## src/rtl/oets_pkg.sv

```systemverilog
// Shared constants, types and control codes of the odd-even transposition sorter.
package oets_pkg;

    localparam int MAX_ITEMS = 64;
    localparam int IDX_W     = $clog2(MAX_ITEMS);
    localparam int CNT_W     = $clog2(MAX_ITEMS + 1);
    localparam int VAL_W     = 32;

    typedef enum logic [1:0] {
        OP_HOLD,
        OP_SHIFT_UP,
        OP_COMPARE,
        OP_SHIFT_DOWN
    } t_cell_op;

    typedef struct packed {
        t_cell_op           op;
        logic               parity;
        logic [CNT_W-1:0]   count;
    } t_cell_ctrl;

    typedef enum logic [1:0] {
        ST_LOAD,
        ST_SORT,
        ST_EMIT
    } t_state;

endpackage

```

## src/rtl/oets_cell.sv

```systemverilog
// One sorter cell: holds one element and exchanges it with its neighbors.
module oets_cell (
    input  logic                                i_clk,
    input  oets_pkg::t_cell_ctrl                i_ctrl,
    input  logic [oets_pkg::IDX_W-1:0]          i_index,
    input  logic signed [oets_pkg::VAL_W-1:0]   i_left,
    input  logic signed [oets_pkg::VAL_W-1:0]   i_right,
    output logic signed [oets_pkg::VAL_W-1:0]   o_val
);

    logic signed [oets_pkg::VAL_W-1:0] r_val;
    logic signed [oets_pkg::VAL_W-1:0] n_val;
    logic [oets_pkg::CNT_W-1:0]        w_index;
    logic                              w_lower;
    logic                              w_upper;

    assign w_index = oets_pkg::CNT_W'(i_index);

    // A cell is the low end of a pair when its index parity matches the phase,
    // and the high end otherwise; both ends must lie inside the stored set.
    assign w_lower = (i_index[0] == i_ctrl.parity) &&
                     ((w_index + oets_pkg::CNT_W'(1)) < i_ctrl.count);
    assign w_upper = (i_index[0] != i_ctrl.parity) &&
                     (w_index != '0) && (w_index < i_ctrl.count);

    always_comb begin
        n_val = r_val;
        case (i_ctrl.op)
            oets_pkg::OP_SHIFT_UP: begin
                n_val = i_left;
            end
            oets_pkg::OP_SHIFT_DOWN: begin
                n_val = i_right;
            end
            oets_pkg::OP_COMPARE: begin
                if (w_lower && (r_val > i_right)) begin
                    n_val = i_right;
                end else if (w_upper && (i_left > r_val)) begin
                    n_val = i_left;
                end
            end
            default: begin
                n_val = r_val;
            end
        endcase
    end

    always_ff @(posedge i_clk) begin
        r_val <= n_val;
    end

    assign o_val = r_val;

endmodule

```

## config.mk

```make
export PLATFORM = sky130hd
export DESIGN_NAME = oets_cell
export DESIGN_NICKNAME = d
export VERILOG_FILES = /design/src/rtl/oets_pkg.sv /design/src/rtl/oets_cell.sv
export SDC_FILE = /design/constraint.sdc
export NUM_CORES = 1
export LEC_CHECK = 0
export ABC_AREA = 1
export BUFFER_PORTS_ARGS = -buffer_cell sky130_fd_sc_hd__buf_2
export CORE_MARGIN = 2
export CORE_UTILIZATION = 50
export CTS_CLUSTER_DIAMETER = 30
export CTS_CLUSTER_SIZE = 40
export DETAILED_ROUTE_END_ITERATION = 12
export GPL_TIMING_DRIVEN = 0
export PLACE_DENSITY = 0.85
export SLEW_MARGIN = 25
export SYNTH_ARGS = -nofsm -noshare
export SYNTH_HDL_FRONTEND = slang
export SYNTH_SLANG_ARGS = --single-unit
```

## constraint.sdc

```tcl
create_clock -name i_clk -period 3.3 [get_ports i_clk]
set_input_delay 0.33 -clock i_clk [delete_from_list [all_inputs] [get_ports i_clk]]
set_output_delay 0.33 -clock i_clk [all_outputs]
set_load 0.02 [all_outputs]
```

==> run metrics <==
number of max-cap violations=0; Worst EP required=roughly 3300 ps; Synth Warn #=0; ANT cells=0; register area share after synthesis=0.2049; status=completed; Sink Count=32; cells along the critical path=buf_2, ha_1, nand3_1, xor2_1, inv_1, ha_1, a21oi_1, nand2_1, nand2_1, nand2_2, a21oi_4, nand3_4, buf_12, nand2_2, nand2_1, nand2_2, buf_16; Placer Congestion=approximately 0.95; Starting Density=0.5125; antenna violations before repair=0; R2R Path Start=o_val[15]$_DFFE_PP_; area grow syn2layout=17.15%; Worst Hold End=o_val[6]$_DFFE_PP_; Iter 0 DRT Violations=260; Post-CTS Setup Inserts=0; leading cell types in the layout, fill and taps excluded=154 x inv_1, 122 x buf_2, 101 x nand2_1; commonest non-fill, non-tap cell in the layout=inv_1; Pre-Repair DR Iteration Count=5; CTS tree=built; Power Density=352.4 nW/um^2; Gates resized, CTS repair=0; GRT Total Usage=0.2353; global route overflow=0; fin util=0.6004; Hold WC Path Type=input pin to flip-flop; Routed WL=12.04 mm; worst r2r path cells=15; CTS Root Cell=clkbuf_8; Final Hold Viols=0; hold wc startpoint=i_left[6]; Fin Clk Skew=about 6.6 ps; Vias/cell=approximately 5.3; first-pass GRT wire length=about 19 mm; remaining antenna violation count after routing=0; Worst-path clk slew=about 80 ps; Die Footprint=a little over 10000 sq um; Cells after Synth=between 600 and 700; Avg Cell Area, Syn=7.541 sq um; syn nets=between 700 and 800; synth top area cells=ha_1 21%, edfxtp_1 20%, inv_1 12%; Die Wd=100.9 um; CP max-delay cell=nand2_2; WHS Path Cells=5; largest net degree at the start of global routing=18; core box area=a little over 9000 sq um; Max Slew Vio Count=0; count of distinct cell types in the synthesized netlist=33; hold slack=about 450 ps; register bit total from synthesis=32; Placement Cell Area=~5400 sq um; Final Net Count=about 900; # setup viols final=0; clock period minus final worst setup slack=between 3000 and 4000 ps; Post-Syn Area=4691 sq um; Slew @ Worst Pin=~560 ps; vias in the first global route=around 4300; vias=4492; Setup Crit Path Kind=input pin to flip-flop; clock buffer depth=2; Yosys top cell area share=0.2054; Peak VDD IR=around 0.2 mV; Max Freq=between 300 and 400 MHz; RSZ-0062 raised after global routing=false; Post-synth EDFFs=32; Setup crit end kind=flip-flop; # DRC=0; hpwl dp=about 9.4 mm; FF-to-FF End=o_val[24]$_DFFE_PP_; Top Ports=between 100 and 150; CTS Hold Bufs=0; H-tree levels=2; FF-to-FF setup slack=330 ps; CP Launch Type=input pin; Final Cycle Share=0.9276; CP peak stage delay=about 400 ps; Pleak=about 0.003 uW; std cell rows=35; post-synth top area cell=ha_1; worst skew pair latency=a little under 300 ps; port buffer count=111; routed length per instance=roughly 14 um; Async S/R FF share, synth=0; Critical Path AT=3060 ps; Crit Path Max Fanout=17; design area=between 5000 and 6000 sq um; share of cells above drive strength 1=0.2763; Main synth FF type=edfxtp_1; max FFs per register=32; Num CTS Buffers=5; Die Y=100.9 um; normalized max-slew margin=0.6292
-- how the worst max path moves through the flow --
stage	start	end	slack [ps]	cells past startpoint
global route	i_index[0]	o_val[31]$_DFFE_PP_	70	17
floorplan	i_index[0]	o_val[0]$_DFFE_PP_	180	15
finish	i_index[0]	o_val[24]$_DFFE_PP_	240	17
CTS	i_index[0]	o_val[26]$_DFFE_PP_	250	17
detailed placement	i_index[0]	o_val[26]$_DFFE_PP_	-40	17
global placement	i_index[0]	o_val[9]$_DFFE_PP_	-640	16
-- power by group --
part	internal (uW)	switching [uW]	leakage [uW]
combinational	392	650	0.00271
clock	147	171	0.0000399
sequential	527	49.2	0.000323
total	1070	870	0.00308
-- cells in the mapped netlist, types with 3 or more instances --
library cell / n
clkbuf_1: 5
nand3_1: 16
nand2_4: 30
nand4_1: 37
a21oi_1: 35
nand2_1: 102
inv_1: 154
o21a_1: 3
buf_12: 3
ha_1: 77
o21ai_0: 8
nand3_2: 30
buf_2: 11
edfxtp_1: 32
o22ai_1: 32
xor2_1: 5
nand2_2: 5
nor2_1: 21
-- through the flow --
| step | setup WS (ps) | std cells | total power [uW] | setup TNS (ps) |
|---|---|---|---|---|
| 2_1_floorplan | 182.0 | 622 | 1322 | 0 |
| 3_3_place_gp | -638.5 | 844 | 1580 | -20420 |
| 3_5_place_dp | -40.42 | 845 | 1618 | -674.6 |
| 4_1_cts | 245.5 | 853 | 1933 | 0 |
| 5_1_grt | 65.98 | 853 | 2076 | 0 |
| 6_report | 238.8 | 853 | 1936 | 0 |
-- cell type report --
type	instances	area, sq um
fill	835	3657
multi-input combinational	412	2994
sequential	32	960.9
inverter	156	585.6
timing repair buffer	112	583.1
buffer	22	152.6
tap	111	138.9
clock buffer	7	76.32
clock inverter	1	3.754
-- cell families after synthesis --
kind of cell	count (synthesis)	share of synthesized area
AND/OR/NAND/NOR	247	0.3193
buffers and inverters	178	0.1574
AO/OA/AOI/OAI	83	0.1038
adder cells (fa/ha/maj)	77	0.2054
flip-flops	32	0.2049
XOR/XNOR	5	0.009335
-- per-layer routing --
layer / up-vias / track usage / share of wire
met3: 28 / 0.04092 / 0.067
met4: 0 / 0.09905 / 0.029
met1: 2009 / 0.3023 / 0.44
li1: 2290 / - / -
met2: 165 / 0.3887 / 0.47
met5: - / 0 / 0
-- worst max-delay path: cells and delay by family --
kind | cells | cell delay, ps
AOI/OAI and AO/OA | 2 | 370
adders and majority gates | 2 | 520
xor gates and xnor gates | 1 | 160
and+or+nand+nor | 8 | 1040
buffers and inverters | 4 | 630
No activity file was read; power rests on OpenSTA's default activity.
